### src/design/isodt_pkg.sv
// Shared types and constants for the ISO 8601 date/time parser.
// Holds the parse phase, error codes, parser state and result records.
// No dependencies.
`default_nettype none

package isodt_pkg;

   // Parse phase, one-hot. The date phases occupy bits 0 through 9.
   typedef enum logic [26:0] {
      PH_D0         = 27'd1 << 0,
      PH_D1         = 27'd1 << 1,
      PH_SEL        = 27'd1 << 2,
      PH_Y3         = 27'd1 << 3,
      PH_DASH1      = 27'd1 << 4,
      PH_MO0        = 27'd1 << 5,
      PH_MO1        = 27'd1 << 6,
      PH_DASH2      = 27'd1 << 7,
      PH_DA0        = 27'd1 << 8,
      PH_DA1        = 27'd1 << 9,
      PH_AFTER_DATE = 27'd1 << 10,
      PH_H0         = 27'd1 << 11,
      PH_H1         = 27'd1 << 12,
      PH_COL1       = 27'd1 << 13,
      PH_MI0        = 27'd1 << 14,
      PH_MI1        = 27'd1 << 15,
      PH_COL2       = 27'd1 << 16,
      PH_S0         = 27'd1 << 17,
      PH_S1         = 27'd1 << 18,
      PH_AFTER_TIME = 27'd1 << 19,
      PH_ZH0        = 27'd1 << 20,
      PH_ZH1        = 27'd1 << 21,
      PH_ZCOL       = 27'd1 << 22,
      PH_ZM0        = 27'd1 << 23,
      PH_ZM1        = 27'd1 << 24,
      PH_END        = 27'd1 << 25,
      PH_ERR        = 27'd1 << 26
   } phase_type;

   localparam int DATE_PHASE_MSB = 9;

   typedef enum logic [2:0] {
      ERR_NONE   = 3'd0,
      ERR_SYNTAX = 3'd1,
      ERR_MONTH  = 3'd2,
      ERR_DAY    = 3'd3,
      ERR_HOUR   = 3'd4,
      ERR_MINUTE = 3'd5,
      ERR_SECOND = 3'd6
   } err_type;

   typedef enum logic [1:0] {
      ZONE_NONE  = 2'd0,
      ZONE_UTC   = 2'd1,
      ZONE_PLUS  = 2'd2,
      ZONE_MINUS = 2'd3
   } zone_type;

   typedef struct packed {
      phase_type   phase;
      logic [13:0] accum;
      logic [13:0] year;
      logic [3:0]  month;
      logic [4:0]  day;
      logic [4:0]  hour;
      logic [5:0]  minute;
      logic [5:0]  second;
      zone_type    zone_kind;
      logic [6:0]  zone_hours;
      logic [12:0] zone_offset;
      err_type     error;
      logic        lead_bad;
      logic        zone_neg;
   } state_type;

   localparam state_type ST_RESET = '{
      phase:       PH_D0,
      accum:       14'd0,
      year:        14'd0,
      month:       4'd0,
      day:         5'd0,
      hour:        5'd0,
      minute:      6'd0,
      second:      6'd0,
      zone_kind:   ZONE_NONE,
      zone_hours:  7'd0,
      zone_offset: 13'd0,
      error:       ERR_NONE,
      lead_bad:    1'b0,
      zone_neg:    1'b0
   };

   typedef struct packed {
      logic [12:0] zone_offset_min;
      zone_type    zone_kind;
      logic [5:0]  second;
      logic [5:0]  minute;
      logic [4:0]  hour;
      logic [4:0]  day;
      logic [3:0]  month;
      logic [13:0] year;
      err_type     error_code;
   } result_type;

   localparam int RESULT_BITS = $bits(result_type);
   localparam int RSP_BYTES   = (RESULT_BITS + 7) / 8;

endpackage

`default_nettype wire

### src/design/isodt_step.sv
// Per-character transition of the parser: next state and the result record.
// Purely combinational; depends on isodt_pkg.
`default_nettype none

module isodt_step (
   input  isodt_pkg::state_type  st,
   input  logic [7:0]            char_in,
   input  logic                  last_char,
   output isodt_pkg::state_type  st_next,
   output isodt_pkg::result_type res
);

   logic                 d_ok;
   logic [3:0]           d;
   logic [17:0]          acc10;
   logic [6:0]           v;
   logic [12:0]          zh60;
   logic [12:0]          zoff;
   isodt_pkg::err_type   fail_code;
   isodt_pkg::state_type nx;
   isodt_pkg::state_type zs;
   isodt_pkg::state_type fin;

   always_comb begin
      d_ok      = (char_in >= 8'h30) && (char_in <= 8'h39);
      d         = char_in[3:0];
      acc10     = {4'b0, st.accum} * 18'd10 + {14'b0, d};
      v         = acc10[6:0];
      zh60      = {st.zone_hours, 6'b0} - {4'b0, st.zone_hours, 2'b0};
      zoff      = zh60 + {6'b0, v};
      fail_code = st.lead_bad ? isodt_pkg::ERR_HOUR : isodt_pkg::ERR_SYNTAX;

      // zone designator or sign after a complete date or time
      zs = st;
      if (char_in == "Z") begin
         zs.zone_kind = isodt_pkg::ZONE_UTC;
         zs.phase     = isodt_pkg::PH_END;
      end else if (char_in == "+" || char_in == "-") begin
         zs.zone_neg = (char_in == "-");
         zs.phase    = isodt_pkg::PH_ZH0;
      end else begin
         zs.error = isodt_pkg::ERR_SYNTAX;
         zs.phase = isodt_pkg::PH_ERR;
      end

      nx = st;
      unique case (st.phase)
         isodt_pkg::PH_D0, isodt_pkg::PH_MO0, isodt_pkg::PH_DA0: begin
            if (!d_ok) begin
               nx.error = fail_code;
               nx.phase = isodt_pkg::PH_ERR;
            end else begin
               nx.accum = {10'b0, d};
               nx.phase = (st.phase == isodt_pkg::PH_D0)  ? isodt_pkg::PH_D1 :
                          (st.phase == isodt_pkg::PH_MO0) ? isodt_pkg::PH_MO1 :
                                                            isodt_pkg::PH_DA1;
            end
         end
         isodt_pkg::PH_D1: begin
            if (!d_ok) begin
               nx.error = fail_code;
               nx.phase = isodt_pkg::PH_ERR;
            end else begin
               nx.accum    = acc10[13:0];
               nx.lead_bad = (acc10[13:0] >= 14'd24);
               nx.phase    = isodt_pkg::PH_SEL;
            end
         end
         isodt_pkg::PH_SEL: begin
            if (d_ok) begin
               nx.accum = acc10[13:0];
               nx.phase = isodt_pkg::PH_Y3;
            end else if (st.lead_bad) begin
               nx.error = isodt_pkg::ERR_HOUR;
               nx.phase = isodt_pkg::PH_ERR;
            end else if (char_in == ":") begin
               nx.hour  = st.accum[4:0];
               nx.phase = isodt_pkg::PH_MI0;
            end else begin
               nx.error = isodt_pkg::ERR_SYNTAX;
               nx.phase = isodt_pkg::PH_ERR;
            end
         end
         isodt_pkg::PH_Y3: begin
            if (!d_ok) begin
               nx.error = fail_code;
               nx.phase = isodt_pkg::PH_ERR;
            end else begin
               nx.accum = acc10[13:0];
               nx.year  = acc10[13:0];
               nx.phase = isodt_pkg::PH_DASH1;
            end
         end
         isodt_pkg::PH_DASH1, isodt_pkg::PH_DASH2: begin
            if (char_in != "-") begin
               nx.error = fail_code;
               nx.phase = isodt_pkg::PH_ERR;
            end else begin
               nx.phase = (st.phase == isodt_pkg::PH_DASH1) ? isodt_pkg::PH_MO0
                                                            : isodt_pkg::PH_DA0;
            end
         end
         isodt_pkg::PH_MO1: begin
            if (!d_ok) begin
               nx.error = fail_code;
               nx.phase = isodt_pkg::PH_ERR;
            end else if (v == 7'd0 || v > 7'd12) begin
               nx.error = isodt_pkg::ERR_MONTH;
               nx.phase = isodt_pkg::PH_ERR;
            end else begin
               nx.month = v[3:0];
               nx.phase = isodt_pkg::PH_DASH2;
            end
         end
         isodt_pkg::PH_DA1: begin
            if (!d_ok) begin
               nx.error = fail_code;
               nx.phase = isodt_pkg::PH_ERR;
            end else if (v == 7'd0 || v > 7'd31) begin
               nx.error = isodt_pkg::ERR_DAY;
               nx.phase = isodt_pkg::PH_ERR;
            end else begin
               nx.day   = v[4:0];
               nx.phase = isodt_pkg::PH_AFTER_DATE;
            end
         end
         isodt_pkg::PH_AFTER_DATE: begin
            if (char_in == "T") begin
               nx.phase = isodt_pkg::PH_H0;
            end else begin
               nx = zs;
            end
         end
         isodt_pkg::PH_AFTER_TIME: begin
            nx = zs;
         end
         isodt_pkg::PH_H0, isodt_pkg::PH_MI0, isodt_pkg::PH_S0,
         isodt_pkg::PH_ZH0, isodt_pkg::PH_ZM0: begin
            if (!d_ok) begin
               nx.error = isodt_pkg::ERR_SYNTAX;
               nx.phase = isodt_pkg::PH_ERR;
            end else begin
               nx.accum = {10'b0, d};
               nx.phase = isodt_pkg::phase_type'({st.phase[25:0], 1'b0});
            end
         end
         isodt_pkg::PH_H1, isodt_pkg::PH_MI1, isodt_pkg::PH_S1, isodt_pkg::PH_ZH1: begin
            if (!d_ok) begin
               nx.error = isodt_pkg::ERR_SYNTAX;
               nx.phase = isodt_pkg::PH_ERR;
            end else if (st.phase == isodt_pkg::PH_H1 && v > 7'd23) begin
               nx.error = isodt_pkg::ERR_HOUR;
               nx.phase = isodt_pkg::PH_ERR;
            end else if (st.phase == isodt_pkg::PH_MI1 && v > 7'd59) begin
               nx.error = isodt_pkg::ERR_MINUTE;
               nx.phase = isodt_pkg::PH_ERR;
            end else if (st.phase == isodt_pkg::PH_S1 && v > 7'd59) begin
               nx.error = isodt_pkg::ERR_SECOND;
               nx.phase = isodt_pkg::PH_ERR;
            end else begin
               if (st.phase == isodt_pkg::PH_H1) nx.hour = v[4:0];
               if (st.phase == isodt_pkg::PH_MI1) nx.minute = v[5:0];
               if (st.phase == isodt_pkg::PH_S1) nx.second = v[5:0];
               if (st.phase == isodt_pkg::PH_ZH1) nx.zone_hours = v;
               nx.phase = isodt_pkg::phase_type'({st.phase[25:0], 1'b0});
            end
         end
         isodt_pkg::PH_COL1, isodt_pkg::PH_COL2, isodt_pkg::PH_ZCOL: begin
            if (char_in != ":") begin
               nx.error = isodt_pkg::ERR_SYNTAX;
               nx.phase = isodt_pkg::PH_ERR;
            end else begin
               nx.phase = isodt_pkg::phase_type'({st.phase[25:0], 1'b0});
            end
         end
         isodt_pkg::PH_ZM1: begin
            if (!d_ok) begin
               nx.error = isodt_pkg::ERR_SYNTAX;
               nx.phase = isodt_pkg::PH_ERR;
            end else begin
               nx.zone_offset = zoff;
               nx.zone_kind   = st.zone_neg ? isodt_pkg::ZONE_MINUS : isodt_pkg::ZONE_PLUS;
               nx.phase       = isodt_pkg::PH_END;
            end
         end
         isodt_pkg::PH_ERR: begin
            // hold until the last beat of the string
            nx = st;
         end
         isodt_pkg::PH_END: begin
            nx.error = isodt_pkg::ERR_SYNTAX;
            nx.phase = isodt_pkg::PH_ERR;
         end
         default: begin
            nx.error = isodt_pkg::ERR_SYNTAX;
            nx.phase = isodt_pkg::PH_ERR;
         end
      endcase

      // end of string: an unfinished form is an error
      fin = nx;
      if (fin.error == isodt_pkg::ERR_NONE && fin.phase != isodt_pkg::PH_AFTER_DATE &&
          fin.phase != isodt_pkg::PH_AFTER_TIME && fin.phase != isodt_pkg::PH_END) begin
         if (|fin.phase[isodt_pkg::DATE_PHASE_MSB:0]) begin
            fin.error = fin.lead_bad ? isodt_pkg::ERR_HOUR : isodt_pkg::ERR_SYNTAX;
         end else begin
            fin.error = isodt_pkg::ERR_SYNTAX;
         end
      end

      res = '0;
      res.error_code = fin.error;
      if (fin.error == isodt_pkg::ERR_NONE) begin
         res.year            = fin.year;
         res.month           = fin.month;
         res.day             = fin.day;
         res.hour            = fin.hour;
         res.minute          = fin.minute;
         res.second          = fin.second;
         res.zone_kind       = fin.zone_kind;
         res.zone_offset_min = fin.zone_offset;
      end

      st_next = last_char ? isodt_pkg::ST_RESET : nx;
   end

endmodule

`default_nettype wire

### src/design/iso8601_datetime_parser.sv
// Top level of the ISO 8601 date/time parser: input register, parser state,
// result register. Depends on isodt_pkg and isodt_step.
`default_nettype none

// Usage
//   req channel: one character per beat on req_tdata, req_tlast set on the
//   final character of a string. Every string yields exactly one beat on the
//   rsp channel, carrying the parsed fields or an error code.
//   Forms: YYYY-MM-DDThh:mm:ss, YYYY-MM-DD or hh:mm:ss, each with an
//   optional zone (Z, +hh:mm, -hh:mm).
// Timing
//   One character per cycle sustained while no last character waits on a
//   pending result. Each character is held in the input register while the
//   state update is computed from it; the result of the last character is
//   written to the result register, which drives rsp_tvalid.
//   The throughput is set by the single per-character state update.
// Reset
//   Synchronous reset empties both registers and returns the parser to the
//   start of a string.
// Backpressure
//   While rsp is stalled, characters before the last one keep flowing; the
//   last character of the next string waits in the input register until the
//   pending result has been taken.

module iso8601_datetime_parser (
   input  wire logic        clock,
   input  wire logic        reset,
   input  wire logic        req_tvalid,
   output logic             req_tready,
   input  wire logic [7:0]  req_tdata,   // [7:0] char_in
   input  wire logic        req_tlast,   // last_char
   output logic             rsp_tvalid,
   input  wire logic        rsp_tready,
   output logic [isodt_pkg::RSP_BYTES*8-1:0] rsp_tdata
   // rsp_tdata from bit 0: error_code[2:0], year[16:3], month[20:17], day[25:21],
   // hour[30:26], minute[36:31], second[42:37], zone_kind[44:43],
   // zone_offset_min[57:45], zero fill above
);

   logic                  in_valid_ff, in_valid_in;
   logic [7:0]            in_char_ff;
   logic                  in_last_ff;
   isodt_pkg::state_type  state_ff, state_in;
   logic                  out_valid_ff, out_valid_in;
   isodt_pkg::result_type out_ff;
   isodt_pkg::state_type  step_next;
   isodt_pkg::result_type step_res;
   logic                  step_go;
   logic                  req_fire;

   isodt_step u_step (
      .st        (state_ff),
      .char_in   (in_char_ff),
      .last_char (in_last_ff),
      .st_next   (step_next),
      .res       (step_res)
   );

   // a last beat may only advance when the result slot is free or draining
   assign step_go    = in_valid_ff && (!in_last_ff || !out_valid_ff || rsp_tready);
   assign req_tready = !in_valid_ff || step_go;
   assign req_fire   = req_tvalid && req_tready;

   always_comb begin
      in_valid_in = in_valid_ff;
      if (req_fire) begin
         in_valid_in = 1'b1;
      end else if (step_go) begin
         in_valid_in = 1'b0;
      end
      state_in = step_go ? step_next : state_ff;
      out_valid_in = out_valid_ff;
      if (step_go && in_last_ff) begin
         out_valid_in = 1'b1;
      end else if (rsp_tready) begin
         out_valid_in = 1'b0;
      end
   end

   always_ff @(posedge clock) begin
      if (reset) begin
         in_valid_ff  <= 1'b0;
         out_valid_ff <= 1'b0;
         state_ff     <= isodt_pkg::ST_RESET;
      end else begin
         in_valid_ff  <= in_valid_in;
         out_valid_ff <= out_valid_in;
         state_ff     <= state_in;
      end
   end

   always_ff @(posedge clock) begin
      if (req_fire) begin
         in_char_ff <= req_tdata;
         in_last_ff <= req_tlast;
      end
      if (step_go && in_last_ff) begin
         out_ff <= step_res;
      end
   end

   assign rsp_tvalid = out_valid_ff;
   assign rsp_tdata  = {{(isodt_pkg::RSP_BYTES*8 - isodt_pkg::RESULT_BITS){1'b0}}, out_ff};

   a_phase_onehot: assert property (@(posedge clock) disable iff (reset)
      $onehot(state_ff.phase))
      else $error("parse phase not one-hot");

   a_err_phase: assert property (@(posedge clock) disable iff (reset)
      (state_ff.phase == isodt_pkg::PH_ERR) == (state_ff.error != isodt_pkg::ERR_NONE))
      else $error("error code and error phase disagree");

   a_restart: assert property (@(posedge clock) disable iff (reset)
      step_go && in_last_ff |=> state_ff.phase == isodt_pkg::PH_D0)
      else $error("parser did not restart after a string");

   a_no_overwrite: assert property (@(posedge clock) disable iff (reset)
      out_valid_ff && !rsp_tready |-> !(step_go && in_last_ff))
      else $error("pending result overwritten");

   a_err_clean: assert property (@(posedge clock) disable iff (reset)
      rsp_tvalid && out_ff.error_code != isodt_pkg::ERR_NONE
         |-> out_ff[isodt_pkg::RESULT_BITS-1:3] == '0)
      else $error("error result carries field data");

endmodule

`default_nettype wire

### config.mk
export PLATFORM = sky130hd
export DESIGN_NAME = iso8601_datetime_parser
export DESIGN_NICKNAME = d
export VERILOG_FILES = /design/src/design/isodt_pkg.sv /design/src/design/isodt_step.sv /design/src/design/iso8601_datetime_parser.sv
export SDC_FILE = /design/constraint.sdc
export NUM_CORES = 1
export LEC_CHECK = 0
export CAP_MARGIN = 15
export CORE_MARGIN = 3
export CORE_UTILIZATION = 25
export CTS_BUF_LIST = sky130_fd_sc_hd__clkbuf_2 sky130_fd_sc_hd__clkbuf_4 sky130_fd_sc_hd__clkbuf_8
export CTS_CLUSTER_SIZE = 8
export DETAILED_ROUTE_END_ITERATION = 8
export DONT_BUFFER_PORTS = 1
export PLACE_DENSITY = 0.44
export SYNTH_ARGS = -nofsm -noshare
export SYNTH_HDL_FRONTEND = slang
export SYNTH_HIERARCHICAL = 1
export SYNTH_SLANG_ARGS = --single-unit
### constraint.sdc
create_clock -name clock -period 4.3 [get_ports clock]
set_input_delay 0.645 -clock clock [delete_from_list [all_inputs] [get_ports clock]]
set_output_delay 0.645 -clock clock [all_outputs]
set_load 0.01 [all_outputs]
# --- After elaboration in Yosys (flattened, before gate mapping) ---
# Index checks and enable logic that the tools add are counted.
word_totals:
  reg_bits: 177
  elab_cells: 217
  out_inout_bits: 66
  inputBits: 13
op_classes:
  reduce_logical: 42
  muxes: 93
  order_cmp: 7
  add_sub_neg: 3
  n_mul: 1
  eq_ne: 44
ops:
  columns: ["op", "n"]
  rows:
  - ["2-to-1 mux 27 bit", 23]
  - ["one-hot mux 27 bit (14 select lines)", 1]
  - ["2-to-1 mux 108 bit", 1]
  - ["2-to-1 mux 17 bit", 4]
  - ["2-to-1 mux 3 bit", 21]
  - ["one-hot mux 14 bit (4 select lines)", 1]
  - ["2-to-1 mux 7 bit", 5]
  - ["one-hot mux 3 bit (11 select lines)", 1]
  - ["2-to-1 mux 5 bit", 6]
  - ["2-to-1 mux 14 bit", 2]
  - ["2-to-1 mux 28 bit", 1]
  - ["one-hot mux 14 bit (2 select lines)", 1]
  - ["equality test 27 x 1 -> 1 bit (second input constant)", 1]
  - ["equality test 27 x 10 -> 1 bit (second input constant)", 1]
  - ["equality test 27 x 11 -> 1 bit (second input constant)", 1]
  - ["equality test 27 x 12 -> 1 bit (second input constant)", 1]
  - ["equality test 27 x 13 -> 1 bit (second input constant)", 1]
  - ["equality test 27 x 14 -> 1 bit (second input constant)", 1]
  - ["equality test 27 x 15 -> 1 bit (second input constant)", 1]
  - ["equality test 27 x 16 -> 1 bit (second input constant)", 1]
  - ["equality test 27 x 17 -> 1 bit (second input constant)", 1]
  - ["equality test 27 x 18 -> 1 bit (second input constant)", 1]
  - ["equality test 27 x 19 -> 1 bit (second input constant)", 1]
  - ["equality test 27 x 2 -> 1 bit (second input constant)", 1]
  - ["other kinds (67)", 111]

# --- Depth between registers and ports, before layout ---
# Gate-level depths: netlist of run 1.
depth:
  ltp_word: 15
  mapped_depth: 21
  mapped_depth_nobuf: 19

# --- Cells and area by module ---
# Netlist of run 1, hierarchy kept.
by_module_without_submodules:
  columns: ["mod", "seq_area_each_um2", "area_per_inst_um2", "n_inst", "cells_each"]
  rows:
  - ["iso8601_datetime_parser", 4214.0, 6944.2, 1, 553]
  - ["isodt_step", 0.0, 5023.6, 1, 733]

# --- Least setup slack after synthesis of run 1 ---
# Ideal clock, no wire load.
synth_timing:
  kind: "register to register"
  from: "reg state_ff[68] (netlist bit)"
  to: "reg out_ff, in the netlist rsp_tdata[47], data pin"
  setup_ns: 0.139
  t_required_ns: 4.161
  path_buffers: 2
  period_less_slack_ns: 4.209
  stages_incl_launch_ff: 16
  path_slack_ns: 0.091
  t_arrival_ns: 4.070
  path_cell_list: "dfxtp_1 -> ha_1 -> ha_1 -> fa_1 -> xor2_4 -> nor2_1 -> a221o_1 -> a221o_1 -> a2111o_1 -> a21oi_2 -> o21ai_1 -> and3_1 -> or4_4 -> buf_6 -> buf_12 -> nor2_4"
synth_between:
  elab_chain_cells: 15
  elab_cells_between_ends: 48
  classes_between: "2 x add/sub; 1 x mul; 5 x order compare; 3 x eq/ne; 25 x mux; 12 x reduce/logical"
synth_lines:
  columns: ["element", "line", "source"]
  rows:
  - ["from (decl)", "iso8601_datetime_parser.sv:43", "isodt_pkg::state_type state_ff, state_in;"]
  - ["from (signal assigned)", "iso8601_datetime_parser.sv:84", "state_ff <= isodt_pkg::ST_RESET;"]
  - ["from (signal assigned)", "iso8601_datetime_parser.sv:88", "state_ff <= state_in;"]
  - ["multiplier 14 x 3 -> 13 bit *", "isodt_step.sv:27", "acc10 = {4'b0, st.accum} * 18'd10 + {14'b0, d};"]
  - ["adder 14 x 4 -> 14 bit *", "isodt_step.sv:27", null]
  - ["> comparator 7 x 6 -> 1 bit", "isodt_step.sv:154, isodt_step.sv:157", null]
  - ["logical AND 1 bit", "isodt_step.sv:157", "end else if (st.phase == isodt_pkg::PH_S1 && v > 7'd59) begin"]
  - ["2-to-1 mux 27 bit or 2-to-1 mux 3 bit (tied branches)", "isodt_step.sv:157", null]
  - ["2-to-1 mux 27 bit or 2-to-1 mux 3 bit (tied branches)", "isodt_step.sv:154", "end else if (st.phase == isodt_pkg::PH_MI1 && v > 7'd59) begin"]
  - ["2-to-1 mux 27 bit or 2-to-1 mux 3 bit (tied branches)", "isodt_step.sv:151", "end else if (st.phase == isodt_pkg::PH_H1 && v > 7'd23) begin"]
  - ["2-to-1 mux 27 bit or 2-to-1 mux 3 bit (tied branches)", "isodt_step.sv:148", "if (!d_ok) begin"]
  - ["one-hot mux 27 bit (14 select lines) or one-hot mux 3 bit (11 select lines) (tied branches)", "isodt_step.sv:47", "unique case (st.phase)"]
  - ["inequality test 27 x 11 -> 1 bit or logical NOT 3 bit (tied branches)", "isodt_step.sv:202", "if (fin.error == isodt_pkg::ERR_NONE && fin.phase != isodt_pkg::PH_AFTER_DATE &&"]
  - ["logical AND 1 bit (2 in series)", "isodt_step.sv:202", null]
  - ["logical AND 1 bit", "isodt_step.sv:203", "fin.phase != isodt_pkg::PH_AFTER_TIME && fin.phase != isodt_pkg::PH_END) begin"]
  - ["2-to-1 mux 3 bit", "isodt_step.sv:202", null]
  - ["logical NOT 3 bit", "isodt_step.sv:213", "if (fin.error == isodt_pkg::ERR_NONE) begin"]
  - ["to (signal assigned)", "iso8601_datetime_parser.sv:98", "out_ff <= step_res;"]
  - ["to (decl)", "iso8601_datetime_parser.sv:45", "isodt_pkg::result_type out_ff;"]
# Mark *: on every way between the ends. The rest lies on a longest branch, timed or not.
# A chain may end at the register's enable or synchronous reset.

# --- Worst setup path in the final report of run 1 ---
layout_timing:
  from: "reg state_ff[68] (netlist bit)"
  to: "reg out_ff, in the netlist rsp_tdata[21], data pin"
# The elaborated chain is that of the path after synthesis.

==> results of run 1 <==
-- power by group --
group | total (mW) | internal (mW) | switching (mW) | leakage [nW]
clock | 1.34 | 0.627 | 0.714 | 0.225
combinational | 0.266 | 0.117 | 0.148 | 3.05
sequential | 1.75 | 1.73 | 0.0127 | 1.61
total | 3.35 | 2.48 | 0.875 | 4.88
-- metal layers --
metal	wire length, um	global-route usage, %
met1	16510	18.36
met2	16260	22.52
met3	1116	2.649
met4	580	3.711
met5	7	0
-- area by class of cell --
cell class | instances | area (um2) | area share [%]
Multi-Input combinational cell | 1002 | 7308 | 53.15
Sequential cell | 176 | 4199 | 30.54
Timing Repair Buffer | 102 | 945.9 | 6.880
Tap cell | 607 | 759.5 | 5.524
Clock buffer | 19 | 261.5 | 1.902
Clock inverter | 13 | 188.9 | 1.374
Inverter | 23 | 86.33 | 0.6279
-- critical path, delay by kind of cell, from the launching register on --
family                     cells  cell delay [ns]
DFF                            1             0.37
AOI/OAI and AO/OA              5             1.42
buffers and inverters          2             0.36
adders and majority gates      3             0.83
xor gates and xnor gates       1             0.17
and+or+nand+nor                4             0.91
-- state kept, by name (all words and copies together), names as in the netlist --
name and flops:
in_valid_ff 1, rsp_tvalid 1, in_char_ff 8, state_ff 107, in_last_ff 1, rsp_tdata 58
-- cell usage in the layout, fill, tap and decap left out, types with 11 or more instances in the layout --
cell type,instances
nor3_1,28
nand2_1,37
edfxtp_1,67
or3_1,11
nand2b_1,223
xor2_1,20
nor2_1,149
o21ai_0,26
buf_4,88
clkbuf_8,19
and2_1,13
xnor2_1,19
mux2i_1,145
inv_1,23
a21oi_1,42
nand3_1,19
nor4_1,11
dfxtp_1,107
ha_1,34
nor2_4,52
-- path summary, 6_finish.rpt --
kind                              from                         to  slack [ns]
max          state_ff[68]$_SDFFE_PP0P_    rsp_tdata[21]$_DFFE_PP_         0.1
min                       req_tdata[4]    in_char_ff[4]$_DFFE_PP_        0.21
max reg2reg  state_ff[68]$_SDFFE_PP0P_    rsp_tdata[21]$_DFFE_PP_         0.1
min reg2reg  state_ff[13]$_SDFFE_PP0P_  state_ff[13]$_SDFFE_PP0P_        0.48
-- per-stage QoR --
stage,worst slack [ns],hold slack (ns)
floorplan,0.09125,0.4441
global placement,-0.01937,0.4545
detailed placement,-0.08163,0.4597
CTS,0.008125,0.1607
global route,-0.04672,0.1598
finish,0.09584,0.2074
-- what timing repair did --
action / in CTS / in global routing
resized for setup: 12 / 35
buffers inserted: 5 / 5
endpoints found under the setup margin: 57 / 66
gates cloned: 3 / 2
pin swaps: 3 / 30
==> flow_metrics.py, run 1 <==
metrics = {
    "run_status": {
        "status": "completed",
    },
    "final_layout": {
        "area_growth_pct": 15.41,
        "postLayoutCoreUtil_pct": 29.35,
        "final_nets": 1377,
        "n_antenna_cell": 0,
        "fin_cells": 1942,
        "layout-drive-gt1-share_pct": 17.98,
        "fin_area_mm2": 0.01375,
        "fill_cells": 4969,
    },
    "clocking": {
        "ctsHoldBuffers": 0,
        "cts-buffers-inserted": 17,
        "cts_max_level": 4,
        "cts_tree": "yes",
        "clock_sinks": 176,
        "clk_pin_slew_ns": 0.11,
        "cts_buffer_depth": 2,
        "cts.root.buffer_cell": "clkbuf_8",
        "clkLatencyLatePin_ns": 0.53,
    },
    "synth": {
        "avgSynthCellArea_um2": 9.308,
        "yosysWarnings": 6,
        "syn-cell-area_mm2": 0.01191,
        "syn_inst": 1280,
    },
    "floorplan": {
        "dieWidth_um": 224.3,
        "boundaryPins": 79,
        "die_h_um": 224.3,
        "initial_core_util_pct": 25.43,
        "rows": 79,
        "dieArea_mm2": 0.05031,
        "core_area_mm2": 0.04685,
    },
    "critical_path": {
        "worst_r2r_path_depth": 15,
        "cp_max_fo": 5,
        "cpMaxStageDelayCell": "or4_4",
        "end_kind": "flop",
        "cpPeakStageDelay_ns": 0.58,
        "crit_chain": "ha_4, ha_4, fa_2, xor2_4, nor2_2, a221o_1, a221o_1, a2111o_1, a21oi_2, o21ai_2, and3_1, or4_4, buf_12, clkbuf_16, nor2_4",
        "cp_data_arrival_time_ns": 4.59,
        "criticalPathCategory": "flop to flop",
        "required_ns": 4.69,
        "critPathLaunchType": "flop",
    },
    "place": {
        "io_buffers": 0,
        "gp_congestion": 0.8628,
        "placed_area_mm2": 0.01291,
        "dpl.cell_count": 1895,
        "dpl.hpwl_um": 23950,
    },
    "pwr": {
        "power.density_mw_per_mm2": 243.8,
        "leakage_nw": 4.884,
        "power_mw": 3.353,
        "vdd_ir_drop_max_uv": 181.4,
    },
    "global_route": {
        "antenna_found_initial": 1,
        "grt_max_degree": 217,
        "grt_pass1_vias": 8929,
        "grt-ovfl-total": 0,
        "grt_pass1_wl_um": 53210,
        "grt_use_total_pct": 13.66,
    },
    "run": {
        "cap_violations": 0,
    },
    "route": {
        "drc_errors": 0,
        "firstDrtPassIters": 5,
        "num_vias": 9089,
        "ant_nets": 0,
        "wl_per_cell_um": 17.75,
        "first_iter_violations": 632,
        "vias_per_cell": 4.680,
        "drt-total-wl_um": 34470,
    },
    "sta": {
        "finClkSkew_ns": 0.02052,
        "final-hold-violation-count": 0,
        "fin_crit_sh_pct": 97.77,
        "finalSetupViolCount": 0,
        "period_minus_slack_ns": 4.204,
        "worst_slew_pin_slew_ns": 0.8002,
        "rsz0062_at_grt": "true",
        "finalSetupTns_ns": 0,
        "slew_headroom_pct": 46.49,
        "fmax_ghz": 0.2379,
        "final_max_slew_viol_count": 0,
    },
    "hold_path": {
        "hp-class": "primary input to flop",
        "holdPathStages": 0,
    },
}
Note: power is estimated with default switching activity, not from simulation.
==> run 2: changes to the inputs <==
--- a/config.mk
+++ b/config.mk
@@ -12,7 +12,7 @@
 export CTS_CLUSTER_SIZE = 8
 export DETAILED_ROUTE_END_ITERATION = 8
 export DONT_BUFFER_PORTS = 1
-export PLACE_DENSITY = 0.44
+export RECOVER_POWER = 50
 export SYNTH_ARGS = -nofsm -noshare
 export SYNTH_HDL_FRONTEND = slang
 export SYNTH_HIERARCHICAL = 1
==> run 2 against run 1 <==
The flow now finishes with violations (capacitance limit, slew limit). Flip-flop and latch count unchanged. Register-to-register slack worse by 0.03 ns. Utilization down 0.080 points. Combinational power shrank 2%. Routed wire length down 2.9%. Maximum frequency is 0.65% lower. Sequential share of layout area up 0.10 points. Largest power group unchanged.
==> flow_metrics.py, run 2 (synthesized netlist as in run 1, its figures left out) <==
metrics = {
    "final_layout": {
        "layout-drive-gt1-share_pct": 17.96,
        "final_nets": 1378,
        "largest_register": "state_ff",
        "layout_common_cells": "223 x nand2b_1, 153 x nor2_1, 145 x mux2i_1",
        "area_growth_pct": 15.09,
        "fin_cells": 1945,
        "fin_area_mm2": 0.01371,
        "layout.cells.most_common": "nand2b_1",
        "largest_reg_flops": 107,
    },
    "critical_path": {
        "cp.depth": 17,
        "r2r_setup_slack_ns": 0.07,
        "cpMaxStageDelayCell": "or4_4",
        "cp_max_fo": 8,
        "crit_family": "compound AO/OA/AOI/OAI gates",
        "cpPeakStageDelay_ns": 0.61,
        "worst_r2r_path_depth": 17,
        "crit_buf_inv": 4,
        "crit_top_cell": "ha_4",
        "criticalPathCategory": "flop to flop",
        "crit_chain": "ha_4, ha_4, fa_2, xor2_4, buf_6, buf_4, xnor2_1, nand2_1, a211o_1, a21oi_1, a31oi_2, a2111oi_2, o21ai_2, or4_4, clkbuf_16, buf_8, nor2_1",
        "required_ns": 4.67,
        "cp_data_arrival_time_ns": 4.60,
        "critPathLaunchType": "flop",
        "end_kind": "flop",
    },
    "global_route": {
        "grt_max_degree": 217,
        "met3_usage_pct": 2.193,
        "grtUsageMet1_pct": 17.66,
        "grt_pass1_wl_um": 51700,
        "grt_pass1_vias": 8851,
        "antenna_found_initial": 6,
        "grt_use_total_pct": 13.03,
        "grt-ovfl-total": 0,
        "met2_usage_pct": 21.43,
        "grt.busiest_layer": "met2",
    },
    "clocking": {
        "cts.root.buffer_cell": "clkbuf_8",
        "clk_pin_slew_ns": 0.11,
        "clkLatencyLatePin_ns": 0.51,
        "cts_tree": "yes",
        "cts_max_level": 4,
        "cts_buffer_depth": 2,
        "clock_sinks": 176,
        "cts-buffers-inserted": 17,
    },
    "route": {
        "wl_per_cell_um": 17.20,
        "num_vias": 9314,
        "drt-total-wl_um": 33450,
        "ant_nets": 0,
        "firstDrtPassIters": 5,
        "drc_errors": 0,
        "first_iter_violations": 802,
        "vias_per_cell": 4.789,
    },
    "sta": {
        "slew_headroom_pct": -50.80,
        "worst_slew_pin_slew_ns": 2.262,
        "finalSetupViolCount": 0,
        "period_minus_slack_ns": 4.232,
        "rsz0062_at_grt": "true",
        "fin_crit_sh_pct": 98.42,
        "final-hold-violation-count": 0,
        "finClkSkew_ns": 0.02728,
        "fmax_ghz": 0.2363,
        "final_max_slew_viol_count": 135,
    },
    "run": {
        "cap_violations": 2,
    },
    "run_status": {
        "status": "finished with violations",
        "failed_checks": "capacitance limit, slew limit",
    },
    "place": {
        "gp_congestion": 0.9227,
        "dpl.hpwl_um": 22590,
        "dpl.cell_count": 1889,
        "placed_area_mm2": 0.01286,
        "io_buffers": 0,
    },
    "floorplan": {
        "initial_core_util_pct": 25.43,
        "dieWidth_um": 224.3,
        "die_h_um": 224.3,
        "boundaryPins": 79,
        "dieArea_mm2": 0.05031,
        "core_area_mm2": 0.04685,
        "rows": 79,
    },
    "hold_path": {
        "holdPathStages": 0,
        "hp-class": "primary input to flop",
    },
    "pwr": {
        "vdd_ir_drop_max_uv": 176.2,
        "leakage_nw": 4.848,
        "power.density_mw_per_mm2": 232.4,
    },
}
==> run 2: report_power, final <==
part | total (mW) | switching [mW] | internal (mW) | leakage (nW)
clock network | 1.18 | 0.706 | 0.474 | 0.188
registers | 1.75 | 0.0122 | 1.73 | 1.61
logic | 0.261 | 0.145 | 0.117 | 3.05
==> run 2: worst register-to-register path, stage by stage, from the launching register on <==
cell       delay, ns
dfxtp_2         0.35
ha_4            0.25
ha_4            0.17
fa_2            0.43
xor2_4          0.17
buf_6           0.14
buf_4           0.14
xnor2_1         0.12
nand2_1         0.07
a211o_1         0.39
a21oi_1         0.24
a31oi_2         0.07
a2111oi_2       0.38
o21ai_2         0.09
or4_4           0.61
clkbuf_16       0.22
buf_8           0.14
nor2_1          0.10
==> run 2: per-stage QoR <==
stage               TNS [ns]  setup slack [ns]  total power [mW]  utilization (%)  hold WS (ns)
CTS                        0          0.007879             3.224            28.57        0.1991
floorplan                  0           0.09125             1.988                -        0.4441
global route          -1.810          -0.06549             3.312            29.27        0.2059
finish                     0           0.06814             3.187            29.27        0.2465
detailed placement    -1.454          -0.05851             2.031            27.45        0.4631
global placement     -0.2642          -0.01741             2.030            27.45        0.4547
==> run 2: area by class of cell <==
| class | instances | area, um2 |
|---|---|---|
| clock buffers | 17 | 234.0 |
| fillers | 4902 | 33140 |
| flip-flops and latches | 176 | 4202 |
| repair buffers | 102 | 950.9 |
| clock inverters | 15 | 151.4 |
| diodes | 2 | 5.005 |
| inverters | 23 | 86.33 |
| well taps | 607 | 759.5 |
| multi-input cells | 1003 | 7323 |
==> run 2: path summary, 6_finish.rpt <==
check,startpoint,endpoint
max,state_ff[70]$_SDFFE_PP0P_,rsp_tdata[57]$_DFFE_PP_
min,req_tdata[4],in_char_ff[4]$_DFFE_PP_
max reg2reg,state_ff[70]$_SDFFE_PP0P_,rsp_tdata[57]$_DFFE_PP_
min reg2reg,state_ff[7]$_SDFFE_PP0P_,state_ff[7]$_SDFFE_PP0P_
==> run 2: repair_timing <==
item	CTS	global route
buffers inserted	5	12
setup endpoints to repair	53	62
gates resized for setup	10	41
cloned	3	3
pin swaps	6	63
hold buffers	0	0
==> run 2: layer usage <==
metal | up-vias | wire, um
met5 | - | 57
met1 | 4503 | 15150
li1 | 4520 | -
met3 | 40 | 1557
met2 | 243 | 16130
met4 | 8 | 552
